File: src/hw/rtl/wavhs_pkg.sv
// Package for the WAV header field scanner.
// Holds the transfer payload types, the status codes and the tag constants.
// No dependencies.
package wavhs_pkg;

  localparam logic [5:0]  MinHeaderBytes = 6'd44;

  // Tags as seen in the four-byte window, oldest byte in the top lane.
  localparam logic [31:0] TagRiff = 32'h5249_4646;
  localparam logic [31:0] TagWave = 32'h5741_5645;
  localparam logic [31:0] TagData = 32'h6461_7461;

  // Bit positions in the found-tags vector.
  localparam int unsigned TagBitRiff = 0;
  localparam int unsigned TagBitWave = 1;
  localparam int unsigned TagBitData = 2;

  typedef enum logic [1:0] {
    StatusOk      = 2'd0,
    StatusShort   = 2'd1,
    StatusMissing = 2'd2
  } wavhs_status_e;

  typedef struct packed {
    logic [7:0] header_byte;
    logic       last_byte;
  } wavhs_in_t;

  typedef struct packed {
    wavhs_status_e status;
    logic [31:0]   riff_len;
    logic [15:0]   audio_format;
    logic [15:0]   channel_count;
    logic [31:0]   frame_rate;
    logic [15:0]   sample_width;
    logic [31:0]   payload_len;
  } wavhs_out_t;

endpackage

File: src/hw/rtl/wavhs_scan.sv
// Scan state of the WAV header field scanner: byte window, tag match,
// field capture and the result formed on the final byte.
// Depends on wavhs_pkg.
module wavhs_scan (
  input  logic                   clk_i,
  input  logic                   rst_ni,
  input  logic                   step_i,
  input  wavhs_pkg::wavhs_in_t   item_i,
  output wavhs_pkg::wavhs_out_t  result_o
);
  import wavhs_pkg::*;

  logic [23:0] recent_q, recent_d;
  logic [5:0]  seen_q, seen_d, seen_c;
  logic [2:0]  tags_q, tags_d, tags_c;
  logic [2:0]  riff_cnt_q, riff_cnt_d, riff_cnt_c;
  logic [4:0]  wave_cnt_q, wave_cnt_d, wave_cnt_c;
  logic [2:0]  data_cnt_q, data_cnt_d, data_cnt_c;
  logic [31:0] size_q, size_d, size_c;
  logic [15:0] fmt_q, fmt_d, fmt_c;
  logic [15:0] chan_q, chan_d, chan_c;
  logic [31:0] rate_q, rate_d, rate_c;
  logic [15:0] bits_q, bits_d, bits_c;
  logic [31:0] dsize_q, dsize_d, dsize_c;

  logic [31:0] window;
  logic [7:0]  b;
  logic [1:0]  riff_lane, data_lane;
  logic [4:0]  wave_off;

  assign b         = item_i.header_byte;
  assign window    = {recent_q, b};
  assign riff_lane = 2'(riff_cnt_q - 3'd1);
  assign data_lane = 2'(data_cnt_q - 3'd1);
  assign wave_off  = wave_cnt_q + 5'd3;  // byte offset from the WAVE tag start

  // Field capture for tags found on earlier bytes.
  always_comb begin
    seen_c     = (seen_q < MinHeaderBytes) ? seen_q + 6'd1 : seen_q;
    size_c     = size_q;
    dsize_c    = dsize_q;
    fmt_c      = fmt_q;
    chan_c     = chan_q;
    rate_c     = rate_q;
    bits_c     = bits_q;
    riff_cnt_c = riff_cnt_q;
    data_cnt_c = data_cnt_q;
    wave_cnt_c = wave_cnt_q;
    if (riff_cnt_q != 3'd0) begin
      size_c[{riff_lane, 3'b000} +: 8] = b;
      riff_cnt_c = (riff_cnt_q >= 3'd4) ? 3'd0 : riff_cnt_q + 3'd1;
    end
    if (data_cnt_q != 3'd0) begin
      dsize_c[{data_lane, 3'b000} +: 8] = b;
      data_cnt_c = (data_cnt_q >= 3'd4) ? 3'd0 : data_cnt_q + 3'd1;
    end
    if (wave_cnt_q != 5'd0) begin
      priority if (wave_off == 5'd12 || wave_off == 5'd13) begin
        fmt_c[{wave_off[0], 3'b000} +: 8] = b;
      end else if (wave_off == 5'd14 || wave_off == 5'd15) begin
        chan_c[{wave_off[0], 3'b000} +: 8] = b;
      end else if (wave_off >= 5'd16 && wave_off <= 5'd19) begin
        rate_c[{wave_off[1:0], 3'b000} +: 8] = b;
      end else if (wave_off == 5'd26 || wave_off == 5'd27) begin
        bits_c[{wave_off[0], 3'b000} +: 8] = b;
      end else begin
        // offsets between fields are skipped
      end
      wave_cnt_c = (wave_cnt_q >= 5'd24) ? 5'd0 : wave_cnt_q + 5'd1;
    end

    // First match of each tag only; a tag ending on the final byte is dropped.
    tags_c = tags_q;
    if (!item_i.last_byte) begin
      priority if (!tags_q[TagBitRiff] && window == TagRiff) begin
        tags_c[TagBitRiff] = 1'b1;
        riff_cnt_c         = 3'd1;
      end else if (!tags_q[TagBitWave] && window == TagWave) begin
        tags_c[TagBitWave] = 1'b1;
        wave_cnt_c         = 5'd1;
      end else if (!tags_q[TagBitData] && window == TagData) begin
        tags_c[TagBitData] = 1'b1;
        data_cnt_c         = 3'd1;
      end else begin
        // no new tag
      end
    end
  end

  // Final byte: the scan returns to its reset state.
  always_comb begin
    if (item_i.last_byte) begin
      recent_d   = '0;
      seen_d     = '0;
      tags_d     = '0;
      riff_cnt_d = '0;
      wave_cnt_d = '0;
      data_cnt_d = '0;
      size_d     = '0;
      fmt_d      = '0;
      chan_d     = '0;
      rate_d     = '0;
      bits_d     = '0;
      dsize_d    = '0;
    end else begin
      recent_d   = window[23:0];
      seen_d     = seen_c;
      tags_d     = tags_c;
      riff_cnt_d = riff_cnt_c;
      wave_cnt_d = wave_cnt_c;
      data_cnt_d = data_cnt_c;
      size_d     = size_c;
      fmt_d      = fmt_c;
      chan_d     = chan_c;
      rate_d     = rate_c;
      bits_d     = bits_c;
      dsize_d    = dsize_c;
    end
  end

  always_comb begin
    result_o = '0;
    priority if (seen_c < MinHeaderBytes) begin
      result_o.status = StatusShort;
    end else if (tags_c == 3'b111) begin
      result_o.status        = StatusOk;
      result_o.riff_len      = size_c;
      result_o.audio_format  = fmt_c;
      result_o.channel_count = chan_c;
      result_o.frame_rate    = rate_c;
      result_o.sample_width  = bits_c;
      result_o.payload_len   = dsize_c;
    end else begin
      result_o.status = StatusMissing;
    end
  end

  always_ff @(posedge clk_i or negedge rst_ni) begin
    if (!rst_ni) begin
      recent_q   <= '0;
      seen_q     <= '0;
      tags_q     <= '0;
      riff_cnt_q <= '0;
      wave_cnt_q <= '0;
      data_cnt_q <= '0;
      size_q     <= '0;
      fmt_q      <= '0;
      chan_q     <= '0;
      rate_q     <= '0;
      bits_q     <= '0;
      dsize_q    <= '0;
    end else if (step_i) begin
      recent_q   <= recent_d;
      seen_q     <= seen_d;
      tags_q     <= tags_d;
      riff_cnt_q <= riff_cnt_d;
      wave_cnt_q <= wave_cnt_d;
      data_cnt_q <= data_cnt_d;
      size_q     <= size_d;
      fmt_q      <= fmt_d;
      chan_q     <= chan_d;
      rate_q     <= rate_d;
      bits_q     <= bits_d;
      dsize_q    <= dsize_d;
    end
  end

endmodule

File: src/hw/rtl/wav_header_field_scanner.sv
// WAV header field scanner, top level.
// Header bytes come in on the in channel, one byte per transfer, with
// last_byte set on the final byte of a header. The block looks for the
// RIFF, WAVE and data tags and captures the file size, format, channel
// count, sample rate, bits per sample and data size behind them.
// The final byte produces exactly one result transfer on the out channel:
// status ok with the fields, or status short / missing with zero fields.
// Other bytes produce nothing.
// Throughput: one byte per cycle unless in_stall_o is raised. A byte sits
// in the input register while the scan state updates; the result register
// loads on that step, so a result is shown once the final byte's step is
// taken and holds until the receiver takes it.
// While a result waits under out_stall_i, non-final bytes keep flowing;
// only a following final byte stalls the input until the result leaves.
// Reset clears the scan state and both pipeline valid bits.
// Depends on wavhs_pkg and wavhs_scan.
module wav_header_field_scanner (
  input  logic                   clk_i,
  input  logic                   rst_ni,
  input  logic                   in_valid_i,
  output logic                   in_stall_o,
  input  wavhs_pkg::wavhs_in_t   in_data_i,
  output logic                   out_valid_o,
  input  logic                   out_stall_i,
  output wavhs_pkg::wavhs_out_t  out_data_o
);
  import wavhs_pkg::*;

  logic       s1_valid_q, s1_valid_d;
  wavhs_in_t  s1_item_q;
  logic       out_valid_q, out_valid_d;
  wavhs_out_t out_q;
  wavhs_out_t result;
  logic       out_free;
  logic       advance;

  assign out_free   = !out_valid_q || !out_stall_i;
  assign advance    = s1_valid_q && (!s1_item_q.last_byte || out_free);
  assign in_stall_o = s1_valid_q && !advance;

  wavhs_scan u_scan (
    .clk_i    (clk_i),
    .rst_ni   (rst_ni),
    .step_i   (advance),
    .item_i   (s1_item_q),
    .result_o (result)
  );

  always_comb begin
    s1_valid_d = in_stall_o ? s1_valid_q : in_valid_i;
    priority if (advance && s1_item_q.last_byte) begin
      out_valid_d = 1'b1;
    end else if (!out_stall_i) begin
      out_valid_d = 1'b0;
    end else begin
      out_valid_d = out_valid_q;
    end
  end

  always_ff @(posedge clk_i or negedge rst_ni) begin
    if (!rst_ni) begin
      s1_valid_q  <= 1'b0;
      out_valid_q <= 1'b0;
    end else begin
      s1_valid_q  <= s1_valid_d;
      out_valid_q <= out_valid_d;
    end
  end

  always_ff @(posedge clk_i) begin
    if (in_valid_i && !in_stall_o) begin
      s1_item_q <= in_data_i;
    end
    if (advance && s1_item_q.last_byte) begin
      out_q <= result;
    end
  end

  assign out_valid_o = out_valid_q;
  assign out_data_o  = out_q;

endmodule

File: config.mk
export PLATFORM = sky130hd
export DESIGN_NAME = wav_header_field_scanner
export DESIGN_NICKNAME = d
export VERILOG_FILES = /design/src/hw/rtl/wavhs_pkg.sv /design/src/hw/rtl/wavhs_scan.sv /design/src/hw/rtl/wav_header_field_scanner.sv
export SDC_FILE = /design/constraint.sdc
export NUM_CORES = 1
export LEC_CHECK = 0
export ABC_CLOCK_PERIOD_IN_PS = 16100
export CAP_MARGIN = 20
export CORE_MARGIN = 3
export CORE_UTILIZATION = 55
export CTS_CLUSTER_SIZE = 28
export DETAILED_ROUTE_END_ITERATION = 7
export DONT_BUFFER_PORTS = 1
export PLACE_DENSITY = 0.7
export SETUP_SLACK_MARGIN = 0.02
export SYNTH_ARGS = -nofsm -noshare
export SYNTH_HDL_FRONTEND = slang
export SYNTH_SLANG_ARGS = --single-unit
File: constraint.sdc
create_clock -name clk_i -period 16.1 [get_ports clk_i]
set_input_delay 4.83 -clock clk_i [delete_from_list [all_inputs] [get_ports clk_i]]
set_output_delay 4.83 -clock clk_i [all_outputs]
set_load 0.005 [all_outputs]
==> Flow_metrics.wiki, run 1 <==
{| class="wikitable"
! Metric !! Value
|-
| Outcome || complete, no violations
|-
| Part of the total power dissipated in the clock network || 0.403
|-
| Fraction of layout instances using a drive strength above 1 || 0.125
|-
| Critical R2R Capture || out_data_o[143]$_SDFFCE_PP0P_
|-
| Number of enable flip-flop cells after synthesis || 155
|-
| DRT Wirelength || 39200 um
|-
| Final HPWL DP || 22300 um
|-
| First DRT Iteration DRCs || 1400
|-
| Internal Pwr Total || 1.58 mW
|-
| X dimension of the die || 177 um
|-
| Post-detailed-route DRC marker count || 0
|-
| Top-count cell post-synth || sky130_fd_sc_hd__dfrtp_1
|-
| Sort of element at the end of the critical path || primary output
|-
| Final period utilization || 0.616
|-
| R2R depth || 8
|-
| Overflow left after global routing || 0
|-
| Most frequent cells after synthesis || sky130_fd_sc_hd__dfrtp_1, sky130_fd_sc_hd__nand2_1, sky130_fd_sc_hd__edfxtp_1
|-
| Clock tree from TritonCTS || done
|-
| Category of cells accounting for the largest share of critical-path delay || simple AND/OR/NAND/NOR gates
|-
| Stages on worst setup path || 2
|-
| Final TNS setup || 0 ps
|-
| Max-cap violations || 0
|-
| Clock root buffer || sky130_fd_sc_hd__clkbuf_16
|-
| Final Cell Area || 17500 um^2
|-
| Async S/R FF share, synth || 0.551
|-
| Dominant cells by area after synthesis || sky130_fd_sc_hd__dfrtp_1, sky130_fd_sc_hd__edfxtp_1, sky130_fd_sc_hd__a22oi_1, sky130_fd_sc_hd__nand2_1, sky130_fd_sc_hd__nor3_2
|-
| Signed area change from the synthesized netlist to the final layout || 8.60%
|-
| CTS Buffer Depth || 3
|-
| Worst supply voltage drop on vdd || 0.132 mV
|-
| Dpl cells || 1680
|-
| Antenna fix cells || 0
|-
| Core area || 28900 um^2
|-
| Vias per std cell || 6.48
|-
| Num CTS Buffers || 36
|-
| Netlist cell types || 67
|-
| Critical path launch point || out_stall_i
|-
| Delay of the slowest cell on the worst path || 140 ps
|-
| Data required time of the critical path || 11270 ps
|-
| Combinational fraction of design power || 0.098
|-
| PD cells || 120 nW/um^2
|-
| Post-synthesis cell area || 16200 um^2
|-
| Count of mapped cells out of synthesis || 1401
|-
| Count of endpoints failing setup in the final report || 0
|-
| Number of buffers added for setup after CTS || 0
|-
| Die height || 177 um
|-
| Reported net switching power || 0.536 mW
|-
| Top-area cell type share of the netlist area || 0.294
|-
| Total of cells resized after clock tree synthesis || 0
|-
| Setup repair after global routing missed its margin || no
|-
| Final net count || 1369
|-
| Fraction of power consumed by sequential logic || 0.499
|-
| Clock slew at the register clock pins of the worst setup and hold paths || 60 ps
|-
| Buffers added on ports || 0
|-
| Startpoint kind of the worst setup timing path || input pin
|-
| Top achievable clock speed || 101 MHz
|-
| Worst min-delay path class || flop to flop
|-
| Syn Nets || 1434
|-
| Number of antenna violations at the first check in global routing || 0
|-
| Main flop type after synthesis || sky130_fd_sc_hd__dfrtp_1
|-
| Average instance area after synthesis || 11.5 um^2
|-
| Cell accounting for the most synthesized area || sky130_fd_sc_hd__dfrtp_1
|-
| Switching fraction of total power || 0.254
|-
| Min Clock Period, post-route || 9920 ps
|-
| Worst Clk Skew || 13.3 ps
|-
| GPL Wtd Cong || 0.792
|-
| Via count of the first global-routing pass || 10761
|-
| Hold violation count in the final report || 0
|-
| Least-Margin Pin Slew || 1080 ps
|-
| Slowest cell on the critical path || sky130_fd_sc_hd__nand4_1
|-
| Clock latency on the worst-skew pair || 520 ps
|-
| Ordered list of cells on the worst path || nand4_1 -> inv_1
|-
| Vias after detailed routing || 11335
|-
| Number of H-tree levels || 2
|-
| First-pass detailed-route iteration total || 5
|-
| Critical path capture point || in_stall_o
|-
| Effective utilization at floorplan || 0.560
|-
| Count of nets left with antenna violations after detail routing || 0
|-
| Worst-case register-to-register setup slack || 11370 ps
|-
| I/O pin count || 161
|-
| Number of warnings issued by yosys || 0
|-
| Worst reg2reg startpoint || s1_item_q[0]$_DFFE_PP_
|-
| All-layer global routing usage || 0.247
|-
| Core Rows || 62
|-
| Final instance count without filler cells || 1748
|-
| Number of sinks on the clock net || 345
|-
| Detailed-route wire length per cell || 22.4 um
|-
| Worst hold path depth || 2
|-
| First-pass GRT wire length || 61400 um
|-
| Hold buffer count at cts || 0
|-
| Worst Setup Slack post-DPL || 6170 ps
|-
| Number of flip-flops and latches in the synthesized netlist || 345
|-
| Number of buffers and inverters on the critical path || 1
|-
| Standard cell area after detailed placement || 16300 um^2
|-
| Seq/Total Area, Yosys || 0.582
|-
| Largest net degree at the start of global routing || 191
|-
| Slew margin rel. || 0.277
|-
| Overall die area || 31500 um^2
|-
| Critical path type || input pin to primary output
|-
| CP arrival || 5090 ps
|-
| Highest fanout seen on the critical path || 3
|-
| Leak pwr || 6.61 nW
|-
| Slew Viols, Final || 0
|-
| Setup slack of the critical path after layout || 6180 ps
|}
[per-stage QoR]
| step | hold slack [ps] | utilization | power, mW |
|---|---|---|---|
| CTS | 479 | 0.606 | 2.12 |
| floorplan | 431 | - | 1.22 |
| finish | 477 | 0.608 | 2.11 |
| detailed placement | 467 | 0.564 | 1.27 |
| global route | 503 | 0.608 | 2.20 |
| global placement | 446 | 0.563 | 1.26 |
[per-layer routing]
metal,GRT usage,wire [um]
met5,0,0
met1,0.368,17600
met2,0.380,18100
met3,0.0454,2700
met4,0.0586,688
[flip-flops by register name (all words and copies together) (netlist names)]
name and flops:
out_data_o 146, out_valid_o 1, s1_item_q 9, s1_valid_q 1, u_scan.bits_q 16, u_scan.chan_q 16, u_scan.data_cnt_q 3, u_scan.dsize_q 32
u_scan.fmt_q 16, u_scan.rate_q 32, u_scan.recent_q 24, u_scan.riff_cnt_q 3, u_scan.seen_q 6, u_scan.size_q 32, u_scan.tags_q 3, u_scan.wave_cnt_q 5
[layout by cell type, fill, tap and decap left out, drive strengths merged, types with 5 or more instances in the layout]
master	netlist	final
dfrtp	190	190
nand2	182	182
edfxtp	155	155
a22oi	136	136
nor3	130	130
o21ai	68	68
a22o	67	67
nand3	49	49
clkbuf	91	43
mux2i	34	34
nor2	28	28
a211oi	27	27
nand2b	24	24
buf	35	22
ha	20	20
o211ai	20	20
o221ai	16	16
clkinv	1	16
inv	12	15
nor4	14	14
a21o	13	13
a21oi	13	13
and2	9	9
nand4	8	8
nor2b	5	5
[worst reg2reg max path: stages (launching register included)]
cell,delay [ps]
sky130_fd_sc_hd__edfxtp_1,360
sky130_fd_sc_hd__buf_4,630
sky130_fd_sc_hd__clkinv_1,850
sky130_fd_sc_hd__buf_4,520
sky130_fd_sc_hd__nand2_1,130
sky130_fd_sc_hd__o41ai_2,90
sky130_fd_sc_hd__a21oi_4,810
sky130_fd_sc_hd__buf_4,750
sky130_fd_sc_hd__nor3_1,290
[power by group through the flow]
stage	clock (mW)	combinational (mW)	sequential [mW]
2_1_floorplan	0	0.161	1.06
3_3_place_gp	0	0.196	1.06
4_1_cts	0.865	0.205	1.05
6_report	0.851	0.207	1.05
3_5_place_dp	0	0.203	1.07
5_1_grt	0.901	0.233	1.06
[area by class of cell]
type                    count  area [um^2]
clock buffers              43          978
clock inverters            23          241
fillers                  2299        11300
inverters                  13         48.8
multi-input cells         917         6170
flip-flops and latches    345         9410
well taps                 384          480
repair buffers             23          215
[worst min-delay path by stage]
stage,from,end,slack (ps)
after global placement,u_scan.recent_q[22]$_DFFE_PN0P_,u_scan.recent_q[22]$_DFFE_PN0P_,450
final,u_scan.recent_q[23]$_DFFE_PN0P_,u_scan.recent_q[23]$_DFFE_PN0P_,480
after global routing,u_scan.chan_q[9]$_DFFE_PN0P_,u_scan.chan_q[9]$_DFFE_PN0P_,500
after CTS,u_scan.recent_q[23]$_DFFE_PN0P_,u_scan.recent_q[23]$_DFFE_PN0P_,480
after detailed placement,u_scan.recent_q[23]$_DFFE_PN0P_,u_scan.recent_q[23]$_DFFE_PN0P_,470
after floorplan,u_scan.recent_q[22]$_DFFE_PN0P_,u_scan.recent_q[22]$_DFFE_PN0P_,430
[cells by family after synthesis]
kind of cell	count (synthesis)	synth area share
xor gates and xnor gates	2	0.00108
DFF	345	0.582
and+or+nand+nor	477	0.166
buffers and inverters	139	0.0375
adders and majority gates	20	0.0155
muxes	34	0.0211
AOI/OAI and AO/OA	384	0.176
(Power assumes the default switching activity.)
==> inputs of run 2 (changes only) <==
--- a/config.mk
+++ b/config.mk
@@ -5,14 +5,14 @@
 export SDC_FILE = /design/constraint.sdc
 export NUM_CORES = 1
 export LEC_CHECK = 0
-export ABC_CLOCK_PERIOD_IN_PS = 16100
+export ABC_CLOCK_PERIOD_IN_PS = 7950
 export CAP_MARGIN = 20
 export CORE_MARGIN = 3
 export CORE_UTILIZATION = 55
 export CTS_CLUSTER_SIZE = 28
 export DETAILED_ROUTE_END_ITERATION = 7
 export DONT_BUFFER_PORTS = 1
-export PLACE_DENSITY = 0.7
+export PLACE_DENSITY = 0.73
 export SETUP_SLACK_MARGIN = 0.02
 export SYNTH_ARGS = -nofsm -noshare
 export SYNTH_HDL_FRONTEND = slang
==> constraint.sdc (replaced) <==
create_clock -name clk_i -period 7.95 [get_ports clk_i]
set_input_delay 2.385 -clock clk_i [delete_from_list [all_inputs] [get_ports clk_i]]
set_output_delay 2.385 -clock clk_i [all_outputs]
set_load 0.005 [all_outputs]
==> Flow_metrics.wiki, run 2 (synthesis gave the netlist of run 1 again) <==
{| class="wikitable"
! Metric !! Value
|-
| Outcome || complete, no violations (unchanged)
|-
| Clock tree from TritonCTS || done (unchanged)
|-
| Least-Margin Pin Slew || 1080 ps (about the same)
|-
| Final period utilization || 0.629
|-
| X dimension of the die || 177 um (unchanged)
|-
| Highest fanout seen on the critical path || 3 (unchanged)
|-
| Effective utilization at floorplan || 0.560 (unchanged)
|-
| Worst min-delay path class || flop to flop (unchanged)
|-
| Post-detailed-route DRC marker count || 0 (unchanged)
|-
| Total of cells resized after clock tree synthesis || 0 (unchanged)
|-
| Worst Clk Skew || 13.5 ps (was 13.3 ps)
|-
| Worst Setup Slack post-DPL || 2940 ps (was 6170 ps)
|-
| Clock slew at the register clock pins of the worst setup and hold paths || 50 ps (was 60 ps)
|-
| Hold buffer count at cts || 0 (unchanged)
|-
| Ordered list of cells on the worst path || nand4_1 -> inv_1 (unchanged)
|-
| Overall die area || 31500 um^2 (unchanged)
|-
| Setup slack of the critical path after layout || 2950 ps (was 6180 ps)
|-
| Standard cell area after detailed placement || 16300 um^2 (about the same)
|-
| Buffers added on ports || 0 (unchanged)
|-
| Detailed-route wire length per cell || 22.1 um (was 22.4 um)
|-
| Startpoint kind of the worst setup timing path || input pin (unchanged)
|-
| Number of antenna violations at the first check in global routing || 0 (unchanged)
|-
| GPL Wtd Cong || 0.837 (was 0.792)
|-
| Max-cap violations || 0 (unchanged)
|-
| Top achievable clock speed || 200 MHz
|-
| Num CTS Buffers || 37 (was 36)
|-
| Final TNS setup || 0 ps (unchanged)
|-
| I/O pin count || 161 (unchanged)
|-
| First DRT Iteration DRCs || 1187 (was 1400)
|-
| Data required time of the critical path || 5570 ps (was 11270 ps)
|-
| Final HPWL DP || 22600 um (was 22300 um)
|-
| Critical path launch point || out_stall_i (unchanged)
|-
| Number of H-tree levels || 2 (unchanged)
|-
| Vias after detailed routing || 11351 (was 11335)
|-
| First-pass GRT wire length || 61700 um (was 61400 um)
|-
| Count of endpoints failing setup in the final report || 0 (unchanged)
|-
| Hold violation count in the final report || 0 (unchanged)
|-
| Slew margin rel. || 0.271 (was 0.277)
|-
| Fraction of layout instances using a drive strength above 1 || 0.127 (was 0.125)
|-
| Highest-count cells in the layout ignoring fill and taps || sky130_fd_sc_hd__dfrtp_1, sky130_fd_sc_hd__nand2_1, sky130_fd_sc_hd__edfxtp_1 (unchanged)
|-
| Hold path startpoint || u_scan.recent_q[19]$_DFFE_PN0P_ (was u_scan.recent_q[23]$_DFFE_PN0P_)
|-
| Largest net degree at the start of global routing || 191 (unchanged)
|-
| Number of flip-flops under the largest register name || 146 (unchanged)
|-
| Category of cells accounting for the largest share of critical-path delay || buffers and inverters (was simple AND/OR/NAND/NOR gates)
|-
| Sort of element at the end of the critical path || primary output (unchanged)
|-
| Number of sinks on the clock net || 345 (unchanged)
|-
| First-pass detailed-route iteration total || 5 (unchanged)
|-
| Final Cell Area || 17700 um^2 (was 17500 um^2)
|-
| Final instance count without filler cells || 1753 (was 1748)
|-
| CTS Buffer Depth || 3 (unchanged)
|-
| Count of nets left with antenna violations after detail routing || 0 (unchanged)
|-
| Worst supply voltage drop on vdd || 0.195 mV (was 0.132 mV)
|-
| Clock latency on the worst-skew pair || 520 ps (about the same)
|-
| Post-Route Utilization || 0.612 (was 0.608)
|-
| DRT Wirelength || 38700 um (was 39200 um)
|-
| PD cells || 249 nW/um^2 (was 120 nW/um^2)
|-
| Signed area change from the synthesized netlist to the final layout || 9.31% (was 8.60%)
|-
| Number of buffers added for setup after CTS || 0 (unchanged)
|-
| Dpl cells || 1683 (was 1680)
|-
| Slew Viols, Final || 0 (unchanged)
|-
| Worst reg2reg startpoint || s1_item_q[1]$_DFFE_PP_ (was s1_item_q[0]$_DFFE_PP_)
|-
| Slowest cell on the critical path || sky130_fd_sc_hd__inv_1 (was sky130_fd_sc_hd__nand4_1)
|-
| Vias per std cell || 6.48 (about the same)
|-
| All-layer global routing usage || 0.245 (was 0.247)
|-
| Core Rows || 62 (unchanged)
|-
| Min Clock Period, post-route || 5000 ps
|-
| Via count of the first global-routing pass || 10990 (was 10761)
|-
| Delay of the slowest cell on the worst path || 120 ps (was 140 ps)
|-
| Core area || 28900 um^2 (unchanged)
|-
| Clock root buffer || sky130_fd_sc_hd__clkbuf_16 (unchanged)
|-
| Leak pwr || 6.67 nW (was 6.61 nW)
|-
| Die height || 177 um (unchanged)
|-
| Setup repair after global routing missed its margin || no (unchanged)
|-
| Critical path type || input pin to primary output (unchanged)
|-
| Antenna fix cells || 0 (unchanged)
|-
| CP arrival || 2610 ps (was 5090 ps)
|-
| Number of buffers and inverters on the critical path || 1 (unchanged)
|-
| Overflow left after global routing || 0 (unchanged)
|-
| Most common cell after layout, fill and taps aside || sky130_fd_sc_hd__dfrtp_1 (unchanged)
|-
| Final net count || 1373 (was 1369)
|}
-- run 2: cell count changes in the layout (fill, tap and decap cells not counted), sizes merged --
cell           change
inv                -1
clkinvlp           +1
clkdlybuf4s18      -1
buf                +4
clkinv             -6
clkbuf             +5
bufinv             +3
-- run 2: path summary, 6_finish.rpt --
path / end / slack [ps] / cells after the start
setup / recovery: in_stall_o / 2950 / 2
hold / removal: u_scan.recent_q[19]$_DFFE_PN0P_ / 480 / 2
setup reg to reg: out_data_o[59]$_SDFFCE_PP0P_ / 4530 / 7
hold reg to reg: u_scan.recent_q[19]$_DFFE_PN0P_ / 480 / 2
max in group asynchronous: u_scan.rate_q[5]$_DFFE_PN0P_ / 6000 / 0
min in group asynchronous: u_scan.fmt_q[14]$_DFFE_PN0P_ / 1570 / 0
-- run 2: through the flow --
stage               hold slack, ps  power (mW)
global placement               450        2.55
finish                         477        4.39
detailed placement             466        2.57
CTS                            477        4.41
floorplan                      431        2.46
global route                   510        4.56
-- run 2: layout make-up --
class                   instances  area (um^2)
fillers                      2304        11200
flip-flops and latches        345         9410
multi-input cells             917         6170
clock buffers                  48         1030
well taps                     384          480
clock inverters                20          285
repair buffers                 26          235
inverters                      13         48.8
-- run 2: layer usage --
metal	part of all wire	global-route usage	vias to the layer above
li1	-	-	5190
met1	0.43	0.355	5597
met2	0.47	0.378	488
met3	0.075	0.0524	76
met4	0.024	0.0704	0
met5	0	0	-
-- run 2: power breakdown --
part,switching (mW),internal [mW]
combinational,0.254,0.158
sequential,0.121,2.01
clock,0.698,1.15
